<file path="src/rtl/ps2ca_pkg.sv">
// Shared types and constants for the PS/2 command acknowledge sequencer.
// Used by ps2ca_step and ps2_command_ack_sequencer; depends on nothing else.
`timescale 1ns / 1ps
`default_nettype none

package ps2ca_pkg;

    localparam int TIMER_BITS = 24;
    localparam int CFG_BITS   = 24;

    // Configuration register indexes.
    localparam logic [1:0] CFG_CMD_TIMEOUT  = 2'd0;
    localparam logic [1:0] CFG_RST_TIMEOUT  = 2'd1;
    localparam logic [1:0] CFG_READ_TIMEOUT = 2'd2;

    // Action codes of an input beat.
    localparam logic [2:0] ACT_TICK     = 3'd0;
    localparam logic [2:0] ACT_SEND     = 3'd1;
    localparam logic [2:0] ACT_RESET    = 3'd2;
    localparam logic [2:0] ACT_IDENTIFY = 3'd3;
    localparam logic [2:0] ACT_RX_BYTE  = 3'd4;

    // Job status codes.
    localparam logic [2:0] ST_ACKED      = 3'd0;
    localparam logic [2:0] ST_TIMEOUT    = 3'd1;
    localparam logic [2:0] ST_UNEXPECTED = 3'd2;
    localparam logic [2:0] ST_RESET_OK   = 3'd3;
    localparam logic [2:0] ST_RESET_FAIL = 3'd4;
    localparam logic [2:0] ST_TYPE_OK    = 3'd5;
    localparam logic [2:0] ST_ID_FAIL    = 3'd6;

    // Device and host bytes.
    localparam logic [7:0] B_ACK       = 8'hFA;
    localparam logic [7:0] B_RESEND    = 8'hFE;
    localparam logic [7:0] B_ERROR     = 8'hFF;
    localparam logic [7:0] B_OVERRUN   = 8'h00;
    localparam logic [7:0] B_BAT_OK    = 8'hAA;
    localparam logic [7:0] B_BAT_FAIL1 = 8'hFC;
    localparam logic [7:0] B_BAT_FAIL2 = 8'hFD;
    localparam logic [7:0] B_ID_FIRST  = 8'hAB;
    localparam logic [7:0] B_RESET_CMD = 8'hFF;
    localparam logic [7:0] B_DISABLE   = 8'hF5;
    localparam logic [7:0] B_IDENTIFY  = 8'hF2;
    localparam logic [7:0] B_ENABLE    = 8'hF4;

    typedef enum logic [3:0] {
        PH_IDLE,
        PH_CMD,
        PH_RST,
        PH_RST_AA,
        PH_F5,
        PH_F2,
        PH_AB,
        PH_TYPE,
        PH_F4
    } phase_t;

    typedef struct packed {
        phase_t                  phase;
        logic [7:0]              pending_byte;
        logic                    job_port;
        logic [TIMER_BITS-1:0]   ticks_left;
        logic [7:0]              held_result;
        logic [2:0]              held_status;
    } state_t;

    typedef struct packed {
        logic       tx_valid;
        logic [7:0] tx_byte;
        logic       tx_port;
        logic       done_res;
        logic [2:0] status;
        logic [7:0] result_byte;
    } result_t;

    // A deadline of zero behaves as one tick.
    function automatic logic [TIMER_BITS-1:0] load_timer(input logic [CFG_BITS-1:0] v);
        logic [TIMER_BITS-1:0] t;
        t = TIMER_BITS'(v);
        if (CFG_BITS > TIMER_BITS && (v >> TIMER_BITS) != '0)
        begin
            t = '1;
        end
        if (t == '0)
        begin
            t = TIMER_BITS'(1);
        end
        return t;
    endfunction

endpackage

`default_nettype wire

</file>
<file path="src/rtl/ps2ca_step.sv">
// Next-state and result logic for one input beat of the PS/2 sequencer.
// Depends on ps2ca_pkg for the state, result types and byte constants.
`timescale 1ns / 1ps
`default_nettype none

module ps2ca_step (
    input  ps2ca_pkg::state_t                cur,
    input  logic [2:0]                       action,
    input  logic                             port,
    input  logic [7:0]                       data_byte,
    input  logic [ps2ca_pkg::CFG_BITS-1:0]   cmd_timeout,
    input  logic [ps2ca_pkg::CFG_BITS-1:0]   rst_timeout,
    input  logic [ps2ca_pkg::CFG_BITS-1:0]   read_timeout,
    output ps2ca_pkg::state_t                nxt,
    output logic                             res_valid,
    output ps2ca_pkg::result_t               res
);
    import ps2ca_pkg::*;

    logic is_ack;
    logic is_resend;
    logic is_ignore;
    logic in_ack_wait;

    assign is_ack    = (data_byte == B_ACK);
    assign is_resend = (data_byte == B_RESEND) || (data_byte == B_ERROR)
                    || (data_byte == B_OVERRUN);
    // Power-on replies count as ordinary replies when the awaited byte is the reset command.
    assign is_ignore = ((data_byte == B_BAT_OK) || (data_byte == B_BAT_FAIL1)
                    || (data_byte == B_BAT_FAIL2)) && (cur.pending_byte != B_RESET_CMD);
    assign in_ack_wait = (cur.phase == PH_CMD) || (cur.phase == PH_RST) || (cur.phase == PH_F5)
                      || (cur.phase == PH_F2) || (cur.phase == PH_F4);

    always_comb
    begin
        nxt       = cur;
        res_valid = 1'b0;
        res       = '0;

        case (action)
            ACT_TICK:
            begin
                if (cur.phase != PH_IDLE && cur.phase != PH_RST_AA)
                begin
                    if (cur.ticks_left > TIMER_BITS'(1))
                    begin
                        nxt.ticks_left = cur.ticks_left - TIMER_BITS'(1);
                    end
                    else
                    begin
                        nxt.ticks_left = '0;
                        case (cur.phase)
                            PH_CMD:
                            begin
                                res_valid = 1'b1; res.done_res = 1'b1; res.status = ST_TIMEOUT;
                            end
                            PH_RST:
                            begin
                                res_valid = 1'b1; res.done_res = 1'b1;
                                res.status = ST_RESET_FAIL;
                            end
                            PH_F5:
                            begin
                                res_valid = 1'b1; res.done_res = 1'b1; res.status = ST_ID_FAIL;
                            end
                            PH_F2, PH_AB, PH_TYPE:
                            begin
                                nxt.held_status  = ST_ID_FAIL;
                                nxt.held_result  = '0;
                                nxt.phase        = PH_F4;
                                nxt.pending_byte = B_ENABLE;
                                nxt.ticks_left   = load_timer(cmd_timeout);
                                res_valid = 1'b1; res.tx_valid = 1'b1; res.tx_byte = B_ENABLE;
                            end
                            PH_F4:
                            begin
                                res_valid = 1'b1; res.done_res = 1'b1;
                                res.status = cur.held_status; res.result_byte = cur.held_result;
                            end
                            default:
                            begin
                                res_valid = 1'b0;
                            end
                        endcase
                    end
                end
            end

            ACT_SEND, ACT_RESET, ACT_IDENTIFY:
            begin
                if (cur.phase == PH_IDLE)
                begin
                    nxt.job_port    = port;
                    nxt.held_status = ST_ACKED;
                    nxt.held_result = '0;
                    res_valid       = 1'b1;
                    res.tx_valid    = 1'b1;
                    if (action == ACT_SEND)
                    begin
                        nxt.phase        = PH_CMD;
                        nxt.pending_byte = data_byte;
                        nxt.ticks_left   = load_timer(cmd_timeout);
                    end
                    else if (action == ACT_RESET)
                    begin
                        nxt.phase        = PH_RST;
                        nxt.pending_byte = B_RESET_CMD;
                        nxt.ticks_left   = load_timer(rst_timeout);
                    end
                    else
                    begin
                        nxt.phase        = PH_F5;
                        nxt.pending_byte = B_DISABLE;
                        nxt.ticks_left   = load_timer(cmd_timeout);
                    end
                    res.tx_byte = nxt.pending_byte;
                end
            end

            ACT_RX_BYTE:
            begin
                if (cur.phase == PH_RST_AA)
                begin
                    res_valid = 1'b1; res.done_res = 1'b1;
                    res.status = is_ack ? ST_RESET_OK : ST_RESET_FAIL;
                    res.result_byte = data_byte;
                end
                else if (cur.phase == PH_AB && data_byte == B_ID_FIRST)
                begin
                    nxt.phase      = PH_TYPE;
                    nxt.ticks_left = load_timer(read_timeout);
                end
                else if (cur.phase == PH_AB || cur.phase == PH_TYPE)
                begin
                    nxt.held_status  = (cur.phase == PH_TYPE) ? ST_TYPE_OK : ST_ID_FAIL;
                    nxt.held_result  = data_byte;
                    nxt.phase        = PH_F4;
                    nxt.pending_byte = B_ENABLE;
                    nxt.ticks_left   = load_timer(cmd_timeout);
                    res_valid = 1'b1; res.tx_valid = 1'b1; res.tx_byte = B_ENABLE;
                end
                else if (in_ack_wait && !is_ignore)
                begin
                    res_valid = 1'b1;
                    if (is_resend)
                    begin
                        res.tx_valid = 1'b1;
                        res.tx_byte  = cur.pending_byte;
                    end
                    else
                    begin
                        case (cur.phase)
                            PH_CMD:
                            begin
                                res.done_res = 1'b1;
                                res.status = is_ack ? ST_ACKED : ST_UNEXPECTED;
                                res.result_byte = data_byte;
                            end
                            PH_RST:
                            begin
                                if (!is_ack && data_byte == B_BAT_OK)
                                begin
                                    // Self-test passed; the acknowledge may still follow.
                                    res_valid = 1'b0;
                                    nxt.phase = PH_RST_AA;
                                end
                                else
                                begin
                                    res.done_res = 1'b1;
                                    res.status = is_ack ? ST_RESET_OK : ST_RESET_FAIL;
                                    res.result_byte = data_byte;
                                end
                            end
                            PH_F5:
                            begin
                                if (is_ack)
                                begin
                                    nxt.phase        = PH_F2;
                                    nxt.pending_byte = B_IDENTIFY;
                                    nxt.ticks_left   = load_timer(cmd_timeout);
                                    res.tx_valid = 1'b1; res.tx_byte = B_IDENTIFY;
                                end
                                else
                                begin
                                    res.done_res = 1'b1; res.status = ST_ID_FAIL;
                                    res.result_byte = data_byte;
                                end
                            end
                            PH_F2:
                            begin
                                if (is_ack)
                                begin
                                    res_valid      = 1'b0;
                                    nxt.phase      = PH_AB;
                                    nxt.ticks_left = load_timer(read_timeout);
                                end
                                else
                                begin
                                    nxt.held_status  = ST_ID_FAIL;
                                    nxt.held_result  = data_byte;
                                    nxt.phase        = PH_F4;
                                    nxt.pending_byte = B_ENABLE;
                                    nxt.ticks_left   = load_timer(cmd_timeout);
                                    res.tx_valid = 1'b1; res.tx_byte = B_ENABLE;
                                end
                            end
                            default:
                            begin
                                res.done_res = 1'b1;
                                res.status = cur.held_status; res.result_byte = cur.held_result;
                            end
                        endcase
                    end
                end
            end

            default:
            begin
                res_valid = 1'b0;
            end
        endcase

        res.tx_port = nxt.job_port;
        if (res_valid && res.done_res)
        begin
            nxt.phase = PH_IDLE;
        end
    end

endmodule

`default_nettype wire

</file>
<file path="src/rtl/ps2_command_ack_sequencer.sv">
// Top level of the PS/2 command acknowledge sequencer: state, configuration and result register.
// Depends on ps2ca_pkg and ps2ca_step.
`timescale 1ns / 1ps
`default_nettype none

// Runs one PS/2 host job at a time (send a command, reset the device, identify the device)
// and reports the bytes to transmit and the job outcome. Each input beat (a tick, a job
// request or a received byte) is accepted and its result, if any, appears in the output
// register on the next cycle, so the block sustains one item per clock; the input stalls
// only while a result beat sits in the output register and the output side stalls it. Beats
// that cause no result (ignored requests, countdown ticks) produce no output beat. The user
// must write timeout registers through the cfg port while the block is idle (not enforced).
module ps2_command_ack_sequencer (
    input  wire logic                            clk,
    input  wire logic                            rst_n,
    input  wire logic                            cfg_wr_en,
    input  wire logic [1:0]                      cfg_addr,
    input  wire logic [ps2ca_pkg::CFG_BITS-1:0]  cfg_wdata,
    input  wire logic                            in_valid,
    output logic                                 in_stall,
    input  wire logic [2:0]                      action,
    input  wire logic                            port,
    input  wire logic [7:0]                      data_byte,
    output logic                                 out_valid,
    input  wire logic                            out_stall,
    output logic                                 tx_valid,
    output logic [7:0]                           tx_byte,
    output logic                                 tx_port,
    output logic                                 done_res,
    output logic [2:0]                           status,
    output logic [7:0]                           result_byte
);
    import ps2ca_pkg::*;

    logic [CFG_BITS-1:0] cmd_timeout_reg;
    logic [CFG_BITS-1:0] rst_timeout_reg;
    logic [CFG_BITS-1:0] read_timeout_reg;
    state_t              state_reg;
    state_t              state_next;
    logic                out_valid_reg;
    result_t             out_reg;
    logic                res_valid;
    result_t             res;
    logic                in_accept;

    assign in_stall  = out_valid_reg && out_stall;
    assign in_accept = in_valid && !in_stall;

    ps2ca_step u_step (
        .cur          (state_reg),
        .action       (action),
        .port         (port),
        .data_byte    (data_byte),
        .cmd_timeout  (cmd_timeout_reg),
        .rst_timeout  (rst_timeout_reg),
        .read_timeout (read_timeout_reg),
        .nxt          (state_next),
        .res_valid    (res_valid),
        .res          (res)
    );

    always_ff @(posedge clk or negedge rst_n)
    begin
        if (!rst_n)
        begin
            cmd_timeout_reg  <= CFG_BITS'(1000);
            rst_timeout_reg  <= CFG_BITS'(100);
            read_timeout_reg <= CFG_BITS'(10);
        end
        else if (cfg_wr_en)
        begin
            case (cfg_addr)
                CFG_CMD_TIMEOUT:  cmd_timeout_reg  <= cfg_wdata;
                CFG_RST_TIMEOUT:  rst_timeout_reg  <= cfg_wdata;
                CFG_READ_TIMEOUT: read_timeout_reg <= cfg_wdata;
                default:          cmd_timeout_reg  <= cmd_timeout_reg;
            endcase
        end
    end

    always_ff @(posedge clk or negedge rst_n)
    begin
        if (!rst_n)
        begin
            state_reg     <= '{phase: PH_IDLE, default: '0};
            out_valid_reg <= 1'b0;
        end
        else
        begin
            if (in_accept)
            begin
                state_reg <= state_next;
            end
            if (in_accept && res_valid)
            begin
                out_valid_reg <= 1'b1;
            end
            else if (!out_stall)
            begin
                out_valid_reg <= 1'b0;
            end
        end
    end

    always_ff @(posedge clk)
    begin
        if (in_accept && res_valid)
        begin
            out_reg <= res;
        end
    end

    assign out_valid   = out_valid_reg;
    assign tx_valid    = out_reg.tx_valid;
    assign tx_byte     = out_reg.tx_byte;
    assign tx_port     = out_reg.tx_port;
    assign done_res    = out_reg.done_res;
    assign status      = out_reg.status;
    assign result_byte = out_reg.result_byte;

    a_done_no_tx: assert property (@(posedge clk) disable iff (!rst_n)
        (out_valid && done_res) |-> !tx_valid)
        else $error("finished job also requests a transmit");

    a_open_status_clear: assert property (@(posedge clk) disable iff (!rst_n)
        (out_valid && !done_res) |-> (status == ST_ACKED && result_byte == 8'h00))
        else $error("status or result byte set on a beat that ends no job");

    a_done_goes_idle: assert property (@(posedge clk) disable iff (!rst_n)
        (in_accept && res_valid && res.done_res) |=> (state_reg.phase == PH_IDLE))
        else $error("sequencer not idle after a job ended");

    a_empty_no_stall: assert property (@(posedge clk) disable iff (!rst_n)
        !out_valid_reg |-> !in_stall)
        else $error("input stalled with an empty result register");

endmodule

`default_nettype wire

</file>
<file path="config.mk">
export PLATFORM = sky130hd
export DESIGN_NAME = ps2_command_ack_sequencer
export DESIGN_NICKNAME = d
export VERILOG_FILES = /design/src/rtl/ps2ca_pkg.sv /design/src/rtl/ps2ca_step.sv /design/src/rtl/ps2_command_ack_sequencer.sv
export SDC_FILE = /design/constraint.sdc
export NUM_CORES = 1
export LEC_CHECK = 0
export BUFFER_PORTS_ARGS = -buffer_cell sky130_fd_sc_hd__buf_2
export CORE_MARGIN = 3
export CORE_UTILIZATION = 40
export DETAILED_ROUTE_END_ITERATION = 10
export PLACE_DENSITY = 0.66
export SLEW_MARGIN = 15
export SYNTH_ARGS = -nofsm -noshare
export SYNTH_HDL_FRONTEND = slang
export SYNTH_SLANG_ARGS = --single-unit
</file>
<file path="constraint.sdc">
create_clock -name clk -period 3.5 [get_ports clk]
set_input_delay 0 -clock clk [delete_from_list [all_inputs] [get_ports clk]]
set_output_delay 0 -clock clk [all_outputs]
set_load 0.01 [all_outputs]
</file>
## Word-level counts from Yosys, hierarchy flattened

Cells that the tools add are included.

| storage, ports and cells | value |
|---|---|
| bits in registers | 143 |
| word-level logic and storage cells | 196 |

| cells by class | value |
|---|---|
| $add $sub $neg | 1 |
| order comparisons | 1 |
| equal/unequal tests | 51 |
| mux-type cells | 86 |
| reductions and logical operators | 41 |

Operators with widths:

| operator | number |
|---|---|
| $mux W12 | 18 |
| $mux W24 | 9 |
| $mux W35 | 6 |
| $pmux W35 S3 | 1 |
| $mux W9 | 11 |
| $logic_not A24 Y1 | 3 |
| $eq A8 B8 Y1 const B | 7 |
| $mux W11 | 5 |
| $mux W48 | 1 |
| $pmux W12 S4 | 1 |
| $pmux W24 S2 | 1 |
| $pmux W12 S3 | 1 |
| $pmux W9 S3 | 1 |
| $gt A24 B1 Y1 const B | 1 |
| $mux W8 | 3 |
| $pmux W12 S2 | 1 |
| $reduce_and A12 Y1 | 2 |
| $sub A24 B1 Y24 const B | 1 |
| $pmux W9 S2 | 1 |
| $eq A4 B3 Y1 const B | 4 |
| $mux W4 | 4 |
| $pmux W4 S4 | 1 |
| $pmux W8 S2 | 1 |
| $mux W1 | 14 |
| other kinds (43) | 82 |

## Logic depth before layout (Yosys ltp)

Gate-level depths: netlist of the first run.

| depth | value |
|---|---|
| word-level depth | 14 |
| mapped depth | 11 |
| gate-level depth less buffers | 8 |

## Hierarchy

From an unflattened synthesis of the first run, not the netlist that was laid out.

| second synthesis, totals | value |
|---|---|
| cell total of the unflattened synthesis | 1152 |
| area, all modules | 10605.2 um^2 |

Modules (own cells, without submodules):

| module | instances | cells each | area an instance (um^2) | sequential area each (um^2) |
|---|---|---|---|---|
| ps2ca_step | 1 | 870 | 5381.4 | 0.0 |
| ps2_command_ack_sequencer | 1 | 282 | 5223.8 | 3702.3 |

## Least setup slack after synthesis of the first run

No wires, ideal clock.

| timing path | value |
|---|---|
| kind | register -> register |
| start point | register state_reg[29] (netlist bit) |
| end point | register out_reg (netlist bit done_res) (enable) |
| setup time | 381 ps |
| arrival time | 2560 ps |
| setup slack | 560 ps |
| stages on the path, launching flop included | 8 |
| path buffers | 0 |
| clock period less this slack | 2940 ps |
| cell sequence | dfrtp_1 or4_1 or4_4 nor3_4 nand2_1 a21oi_1 a211o_1 and2_1 |

| between the ends | value |
|---|---|
| longest elaborated chain between the ends | 5 |

RTL lines:

| what | line | source |
|---|---|---|
| from (decl) | ps2_command_ack_sequencer.sv:38 | `state_t state_reg;` |
| from (signal assigned) | ps2_command_ack_sequencer.sv:92 | `state_reg <= state_next;` |
| $gt A24 B1 Y1 | ps2ca_step.sv:45 | `if (cur.ticks_left > TIMER_BITS'(1))` |
| $mux W1 | ps2ca_step.sv:45 |  |
| $mux W1 | ps2ca_step.sv:43 | `if (cur.phase != PH_IDLE && cur.phase != PH_RST_AA)` |
| $pmux W1 S3 | ps2ca_step.sv:40 | `case (action)` |
| $logic_and A1 B1 Y1 | ps2_command_ack_sequencer.sv:107 | `if (in_accept && res_valid)` |
| to (signal assigned) | ps2_command_ack_sequencer.sv:109 | `out_reg <= res;` |
| to (decl) | ps2_command_ack_sequencer.sv:41 | `result_t out_reg;` |

No other way between the ends.
A chain may end at the register's enable or synchronous reset.

## Worst setup path in the final report of the first run

| timing path | value |
|---|---|
| start point | register state_reg[29] (netlist bit) |
| end point | register out_reg (netlist bit status[0]) (enable) |

Same word-level chain as after synthesis.

==> reports/qor.yml, run 1 <==
via_count: 7097
synthArstFlopShare: 0.846
cp-end-kind: "flop"
grt-ovfl-total: 0
cp_max_fo: 22
cts_buffer_depth: 2
path_buf_inv: 0
synthTopCellsByArea: "dfrtp_1, mux2_2, edfxtp_1"
holdPathStages: 2
antenna_cells: 0
drcViolationCount: 0
largest_reg_flops: 48
r2r_start: "state_reg[29]"
first_pass_iters: 5
core_area_um2: 19800
cts_tree: "yes"
setup_ws_ps: 244
dp_hpwl_um: 15900
drive_gt1_frac: 0.264
vias_per_cell: 5.93
yosys_warnings: 0
finalSetupViolations: 0
worstHoldEndpoint: "tx_byte[1]"
synth_common_cells: "dfrtp_1, mux2_2, nand2_1, o21ai_0, nor2_1"
reg2reg_setup_slack_ps: 240
drt_iter0_drc: 721
nets: 963
yosys_register_bits: 143
synth_cells: 823
dpl_cell_area_um2: 8910
fin_skew_ps: 10.5
clk_latency_ps: 430
io_pins: 67
start_kind: "flop"
path_cells: "or4_1 > or4_4 > nor3_4 > nand2_1 > a21oi_1 > a211o_1 > and2_1"
syn_nets: 868
first_global_vias: 6938
max_freq_mhz: 307
dieArea_um2: 22300
timing.final.crit_share: 0.930
r2r_end: "status[0]"
grt_max_degree: 69
synth_edf_count: 22
cts_inserted_buffers: 17
switching_share: 0.372
cap_viol_max_count: 0
cts.sinks: 143
ir_worst_vdd_uv: 411
pwr-share-comb: 0.333
yosysMostFrequentCell: "dfrtp_1"
gp_congestion: 0.943
p_int_mw: 4.12
grt_pass1_wl_um: 37300
cts-htree-levels: 4
crit_type: "flop to flop"
final_util: 0.497
synth.largest_area_cell: "dfrtp_1"
hold_violations: 0
grt_use_total: 0.208
crit_family: "simple AND/OR/NAND/NOR gates"
reg2reg_depth: 7
row_count: 51
area_growth_syn_to_layout_pct: 20.0
max_stage_delay_ps: 790
powerDensity_nw_per_um2: 666
worstPathArrival_ps: 3300
die_h_um: 149
power.total_mw: 6.56
power.leakage_nw: 4.05
synth_top_area_frac: 0.335
ant_nets: 0
port_buffers: 66
start_util: 0.414
syn_area_um2: 8210
ys_types: 72
clk_pin_slew_ps: 70
antenna_found_initial: 0
cp.required_ps: 3540
wl_per_cell_um: 19.0
ctsRootBufferMaster: "clkbuf_16"
post_cts_buffers: 0
pre_cts_ws_ps: 251
rsz0062_at_grt: "false"
slew_viol_final: 0
setup-tns-final_ps: 0
p_seq_frac: 0.395
slowest_stage: "and2_1"
period_needed_ps: 3260
die_w_um: 149
ys_seq_area_frac: 0.451
tightestPinTransition_ps: 1010
clockPowerShare: 0.272
drt-total-wl_um: 22700
yosys_most_used_dff: "dfrtp_1"
outcome: "finished clean"
max-slew-margin-rel: 0.328
p_switching_mw: 2.44
hp-class: "primary input to flop"
hp-start: "action[0]"
design_area_um2: 9860
syn_avg_cell_area_um2: 9.98
-- cells in the final DEF, fill, tap and decap left out, types with 8 or more instances in the layout --
| cell | Yosys | final |
|---|---|---|
| clkbuf_16 | 0 | 17 |
| buf_4 | 0 | 35 |
| edfxtp_1 | 22 | 22 |
| mux2_2 | 78 | 78 |
| a21oi_1 | 37 | 37 |
| o22ai_1 | 9 | 9 |
| inv_1 | 10 | 10 |
| nor4_1 | 25 | 25 |
| or4_1 | 8 | 8 |
| nor3_1 | 14 | 14 |
| a22oi_1 | 8 | 8 |
| a221oi_1 | 8 | 8 |
| and3_1 | 10 | 10 |
| dfrtp_1 | 110 | 110 |
| mux2i_1 | 11 | 11 |
| nand4_1 | 9 | 9 |
| dfstp_2 | 11 | 11 |
| a221o_1 | 8 | 8 |
| buf_2 | 9 | 65 |
| a21o_1 | 20 | 20 |
| a22o_1 | 14 | 14 |
| nand2_1 | 73 | 73 |
| o21ai_0 | 56 | 56 |
| dlygate4sd3_1 | 0 | 37 |
| nor2_1 | 47 | 47 |
| nand3_1 | 19 | 19 |
| a31oi_1 | 13 | 13 |
| o31ai_1 | 11 | 11 |
-- metrics by stage --
step                hold slack, ps  std cells
global route                  50.3       1196
global placement               193       1127
CTS                           28.1       1196
detailed placement             199       1127
floorplan                     -296        823
finish                        49.0       1196
-- worst reg2reg max path, cell delays in order, from the launching register on --
cell,delay [ps]
dfrtp_1,430
or4_1,540
or4_4,460
nor3_4,260
nand2_1,110
a21oi_1,130
a211o_1,140
and2_1,790
-- cell families (layout without fill, tap and decap cells) --
logic type | count (synthesis) | count (layout) | synth area share
XOR/XNOR | 8 | 8 | 0.00853
buffers and inverters | 72 | 180 | 0.0352
adder cells (fa/ha/maj) | 2 | 2 | 0.00305
flip-flops | 143 | 143 | 0.451
multiplexers | 96 | 96 | 0.133
AND/OR/NAND/NOR | 255 | 255 | 0.160
AO/OA/AOI/OAI | 247 | 247 | 0.209
-- layer usage --
layer,track usage,part of all wire
met1,0.294,0.46
met2,0.325,0.47
met3,0.0465,0.054
met4,0.0558,0.017
met5,0,0
-- power by group through the flow --
stage | Combinational [mW] | Sequential (mW) | Clock [mW]
detailed placement | 2.12 | 2.60 | 0
global route | 2.42 | 2.65 | 1.89
global placement | 2.10 | 2.59 | 0
CTS | 2.16 | 2.57 | 1.82
floorplan | 1.60 | 2.43 | 0
finish | 2.18 | 2.59 | 1.79
-- worst max path at each step --
stage | startpoint | endpoint | depth (start not counted)
6_report | state_reg[29] | status[0] | 7
4_1_cts | state_reg[29] | result_byte[1] | 7
2_1_floorplan | state_reg[29] | done_res | 7
3_5_place_dp | state_reg[29] | status[1] | 7
3_3_place_gp | state_reg[29] | status[0] | 7
5_1_grt | state_reg[29] | result_byte[3] | 7
-- layout make-up --
cell class	count	area, um^2
Sequential cell	143	3700
Clock buffer	18	429
Inverter	10	37.5
Multi-Input combinational cell	608	4230
Clock inverter	14	145
Fill cell	1822	9990
Timing Repair Buffer	138	978
Tap cell	265	332
-- what timing repair did --
action                                  in CTS  in global routing
gates resized for setup                      0                  0
hold buffers                                37                  0
endpoints found under the setup margin       0                  0
hold endpoints to repair                   146                  0
Power figures use the tool's default switching activity.
==> inputs of run 2 (changes only) <==
--- a/config.mk
+++ b/config.mk
@@ -9,6 +9,7 @@
 export CORE_MARGIN = 3
 export CORE_UTILIZATION = 40
 export DETAILED_ROUTE_END_ITERATION = 10
+export MAX_ROUTING_LAYER = met4
 export PLACE_DENSITY = 0.66
 export SLEW_MARGIN = 15
 export SYNTH_ARGS = -nofsm -noshare
==> run 2 against run 1 <==
  * Clock power rose by 3%
  * Setup slack improved by 58 ps
  * Combinational power barely moved
  * Count of clock-buffer cells in the layout did not move
  * Non-clock buffer count did not move
  * Sequential share of layout area fell by 0.076 points
  * Die area did not move
  * Sequential power barely moved
  * Routed wire length rose by 0.43%
  * Core utilization rose by 0.10 points
  * Via count rose by 1.5%
==> reports/qor.yml, run 2 (same netlist as run 1, synthesis figures left out) <==
powerDensity_nw_per_um2: 671
max_freq_mhz: 313
clk_latency_ps: 430
first_pass_iters: 7
start_util: 0.414
wl_per_cell_um: 19.1
finalSetupViolations: 0
drt_iter0_drc: 772
holdPathStages: 2
ant_nets: 0
fin_skew_ps: 11.4
area_growth_syn_to_layout_pct: 20.2
layoutNonFillerInstCount: 1196
drcViolationCount: 0
post_cts_buffers: 0
cp_max_fo: 22
crit_family: "simple AND/OR/NAND/NOR gates"
nets: 963
antenna_found_initial: 0
worstHoldEndpoint: "tx_byte[1]"
dieArea_um2: 22300
start_kind: "flop"
period_needed_ps: 3200
cts.sinks: 143
die_w_um: 149
power.total_mw: 6.63
cp-end-kind: "flop"
mostFrequentLayoutCells: "dfrtp_1, mux2_2, nand2_1"
grt_max_degree: 69
path_buf_inv: 0
cts_tree: "yes"
path_cells: "or4_1 > or4_4 > nor3_4 > nand2_1 > a21oi_1 > a211o_1 > and2_1"
port_buffers: 66
grt_use_total: 0.217
antenna_cells: 0
worstPathArrival_ps: 3240
row_count: 51
core_area_um2: 19800
final_common_cell: "dfrtp_1"
tightestPinTransition_ps: 982
n_fill_cell: 1832
die_h_um: 149
cap_viol_max_count: 0
cts_buffer_depth: 2
io_pins: 67
hold_violations: 0
gp_congestion: 0.921
rsz0062_at_grt: "false"
max-slew-margin-rel: 0.345
cp.required_ps: 3540
ir_worst_vdd_uv: 494
drive_gt1_frac: 0.264
dp_hpwl_um: 16100
r2r_end: "result_byte[5]"
first_global_vias: 6922
via_count: 7200
cts-htree-levels: 4
hp-start: "action[0]"
grt_pass1_wl_um: 37500
dp_cells: 1127
grt-ovfl-total: 0
ctsRootBufferMaster: "clkbuf_16"
hp-class: "primary input to flop"
reg2reg_depth: 7
slew_viol_final: 0
clk_pin_slew_ps: 60
outcome: "finished clean"
power.leakage_nw: 4.07
reg2reg_setup_slack_ps: 300
timing.final.crit_share: 0.914
cts_inserted_buffers: 17
setup-tns-final_ps: 0
slowest_stage: "and2_1"
crit_type: "flop to flop"
drt-total-wl_um: 22800
max_stage_delay_ps: 770
r2r_start: "state_reg[29]"
largest_reg_flops: 48
vias_per_cell: 6.02
==> run 2: area by class of cell <==
type,instances,area [um^2],share of cell area
clock buffer,18,429,0.0435
tap,265,332,0.0336
multi-input combinational,608,4230,0.429
timing repair buffer,138,978,0.0991
clock inverter,14,165,0.0167
sequential,143,3700,0.375
inverter,10,37.5,0.00380
==> run 2: how the worst max path moves through the flow <==
stage                  startpoint              to  slack (ps)  depth (start not counted)
detailed placement  state_reg[29]       status[0]         280                          7
global route        state_reg[29]    state_reg[5]          70                          9
finish              state_reg[29]  result_byte[5]         300                          7
CTS                 state_reg[29]  result_byte[1]         270                          7
floorplan           state_reg[29]        done_res         560                          7
global placement    state_reg[29]       status[0]         340                          7
==> run 2: power breakdown <==
part | leakage, nW | total, mW | internal, mW | switching, mW
Combinational | 2.13 | 2.18 | 0.979 | 1.21
Clock | 0.292 | 1.84 | 1.07 | 0.768
Sequential | 1.65 | 2.60 | 2.14 | 0.462
Total | 4.07 | 6.63 | 4.19 | 2.43
==> run 2: per-layer routing <==
metal  share of wire  GRT usage  routed length, um
met4           0.024     0.0691                541
met1            0.46      0.298              10500
met5               0          -                  0
met2            0.46      0.324              10400
met3           0.062     0.0453               1410
==> run 2: through the flow <==
step,setup WS (ps),cell area [um^2],hold WS (ps),util
2_1_floorplan,560,8210,-296,-
3_3_place_gp,344,8910,186,0.449
3_5_place_dp,281,8910,183,0.449
4_1_cts,267,9880,26.3,0.498
5_1_grt,75.0,9880,52.6,0.498
6_report,302,9880,42.4,0.498
==> run 2: what timing repair did <==
item	CTS	global route
hold endpoints to repair	145	0
hold buffers	37	0
resized for setup	0	0
endpoints found under the setup margin	0	0
==> inputs of run 3 (changes only) <==
--- a/config.mk
+++ b/config.mk
@@ -5,7 +5,7 @@
 export SDC_FILE = /design/constraint.sdc
 export NUM_CORES = 1
 export LEC_CHECK = 0
-export BUFFER_PORTS_ARGS = -buffer_cell sky130_fd_sc_hd__buf_2
+export BUFFER_PORTS_ARGS = -buffer_cell sky130_fd_sc_hd__buf_4
 export CORE_MARGIN = 3
 export CORE_UTILIZATION = 40
 export DETAILED_ROUTE_END_ITERATION = 10
==> run 3 against run 2 <==
  * Clock skew decreased by 0.86 ps
  * Combinational power increased by 2%
  * Sequential power is essentially flat
  * Core utilization rose by 0.92 points
==> reports/qor.yml, run 3 (same netlist as run 1, synthesis figures left out) <==
outcome: "finished clean"
cp_max_fo: 22
nets: 964
grt_pass1_wl_um: 37200
fin_skew_ps: 10.6
dieArea_um2: 22300
gp_congestion: 0.935
port_buffers: 66
drcViolationCount: 0
worstHoldEndpoint: "tx_byte[1]"
grt-ovfl-total: 0
cp-end-kind: "flop"
switching_share: 0.371
setup-tns-final_ps: 0
crit_type: "flop to flop"
finalSetupViolations: 0
tightestPinTransition_ps: 968
r2r_end: "status[0]"
core_area_um2: 19800
max_freq_mhz: 307
p_int_mw: 4.19
clockPowerShare: 0.278
slowest_stage: "and2_1"
grt_max_degree: 72
die_w_um: 149
drt_iter0_drc: 737
ctsRootBufferMaster: "clkbuf_16"
wl_per_cell_um: 19.0
hold_violations: 0
drt-total-wl_um: 22700
antenna_cells: 0
reg2reg_depth: 7
clk_latency_ps: 440
first_pass_iters: 6
cp.required_ps: 3550
path_cells: "or4_1 > or4_4 > nor3_4 > nand2_1 > a21oi_1 > a211o_1 > and2_1"
p_seq_frac: 0.390
vias_per_cell: 6.06
slew_viol_final: 0
reg2reg_setup_slack_ps: 240
die_h_um: 149
p_switching_mw: 2.47
cts_tree: "yes"
timing.final.crit_share: 0.931
ir_worst_vdd_uv: 545
drive_gt1_frac: 0.265
dp_hpwl_um: 16000
via_count: 7250
max_stage_delay_ps: 760
start_kind: "flop"
row_count: 51
hp-start: "action[1]"
worstPathArrival_ps: 3310
cts_inserted_buffers: 17
largest_reg_flops: 48
cts_buffer_depth: 2
seq_area_um2: 3700
start_util: 0.414
holdPathStages: 3
cts-htree-levels: 4
worst_hold_slack_ps: 49.2
first_global_vias: 6835
clk_pin_slew_ps: 70
cts.sinks: 143
io_pins: 67
period_needed_ps: 3260
power.leakage_nw: 4.13
rsz0062_at_grt: "false"
hp-class: "primary input to flop"
mostFrequentLayoutCells: "dfrtp_1, buf_4, mux2_2"
multi_input_area_um2: 4230
r2r_start: "state_reg[29]"
pwr-share-comb: 0.333
area_growth_syn_to_layout_pct: 22.5
n_fill_cell: 1819
cap_viol_max_count: 0
grt_use_total: 0.215
powerDensity_nw_per_um2: 662
final_common_cell: "dfrtp_1"
max-slew-margin-rel: 0.355
antenna_found_initial: 0
ant_nets: 0
-- run 3: cell count changes in the layout (fill, tap and decap cells not counted), sizes merged --
cell,before,now
bufinv,2,1
clkinv,2,4
dlygate4sd3,37,38
inv,19,18
-- run 3: repair_timing --
action                                 CTS  global route
endpoints found under the hold margin  142             0
hold buffers                            38             0
buffers inserted                         0             0
resized for setup                        0             0
-- run 3: layout make-up --
type,instances,share of cell area
clock buffers,18,0.0437
clock inverters,14,0.0164
inverters,10,0.00373
multi-input cells,608,0.421
flip-flops and latches,143,0.368
well taps,265,0.0330
repair buffers,139,0.114
-- run 3: power by group through the flow --
stage               registers, mW  logic (mW)  clock network [mW]
finish                       2.60        2.22                1.85
detailed placement           2.61        2.15                   0
global placement             2.59        2.15                   0
global route                 2.66        2.46                1.96
CTS                          2.58        2.20                1.88
floorplan                    2.43        1.60                   0
-- run 3: worst max path at each step --
stage | from | endpoint | depth (start not counted)
after floorplan | state_reg[29] | done_res | 7
after global placement | state_reg[29] | status[0] | 7
after detailed placement | state_reg[29] | status[0] | 7
after CTS | state_reg[29] | tx_byte[3] | 7
after global routing | state_reg[29] | result_byte[4] | 7
final | state_reg[29] | status[0] | 7
-- run 3: routing by layer --
layer | wire, um | GRT usage
met3 | 1440 | 0.0383
met5 | 0 | -
met4 | 504 | 0.0714
met2 | 10500 | 0.328
met1 | 10300 | 0.291
-- run 3: critical path, delay by kind of cell, from the launching register on --
kind / cells / cell delay [ps]
compound gates: 2 / 290
flops: 1 / 430
simple gates: 5 / 2140
-- run 3: per-stage QoR --
| step | area [um^2] | utilization | cells | power, mW | setup WS, ps |
|---|---|---|---|---|---|
| 2_1_floorplan | 8210 | - | 823 | 4.03 | 560 |
| 5_1_grt | 10100 | 0.507 | 1197 | 7.08 | 22.2 |
| 6_report | 10100 | 0.507 | 1197 | 6.66 | 241 |
| 3_5_place_dp | 9070 | 0.457 | 1127 | 4.76 | 248 |
| 4_1_cts | 10100 | 0.507 | 1197 | 6.65 | 200 |
| 3_3_place_gp | 9070 | 0.457 | 1127 | 4.74 | 318 |
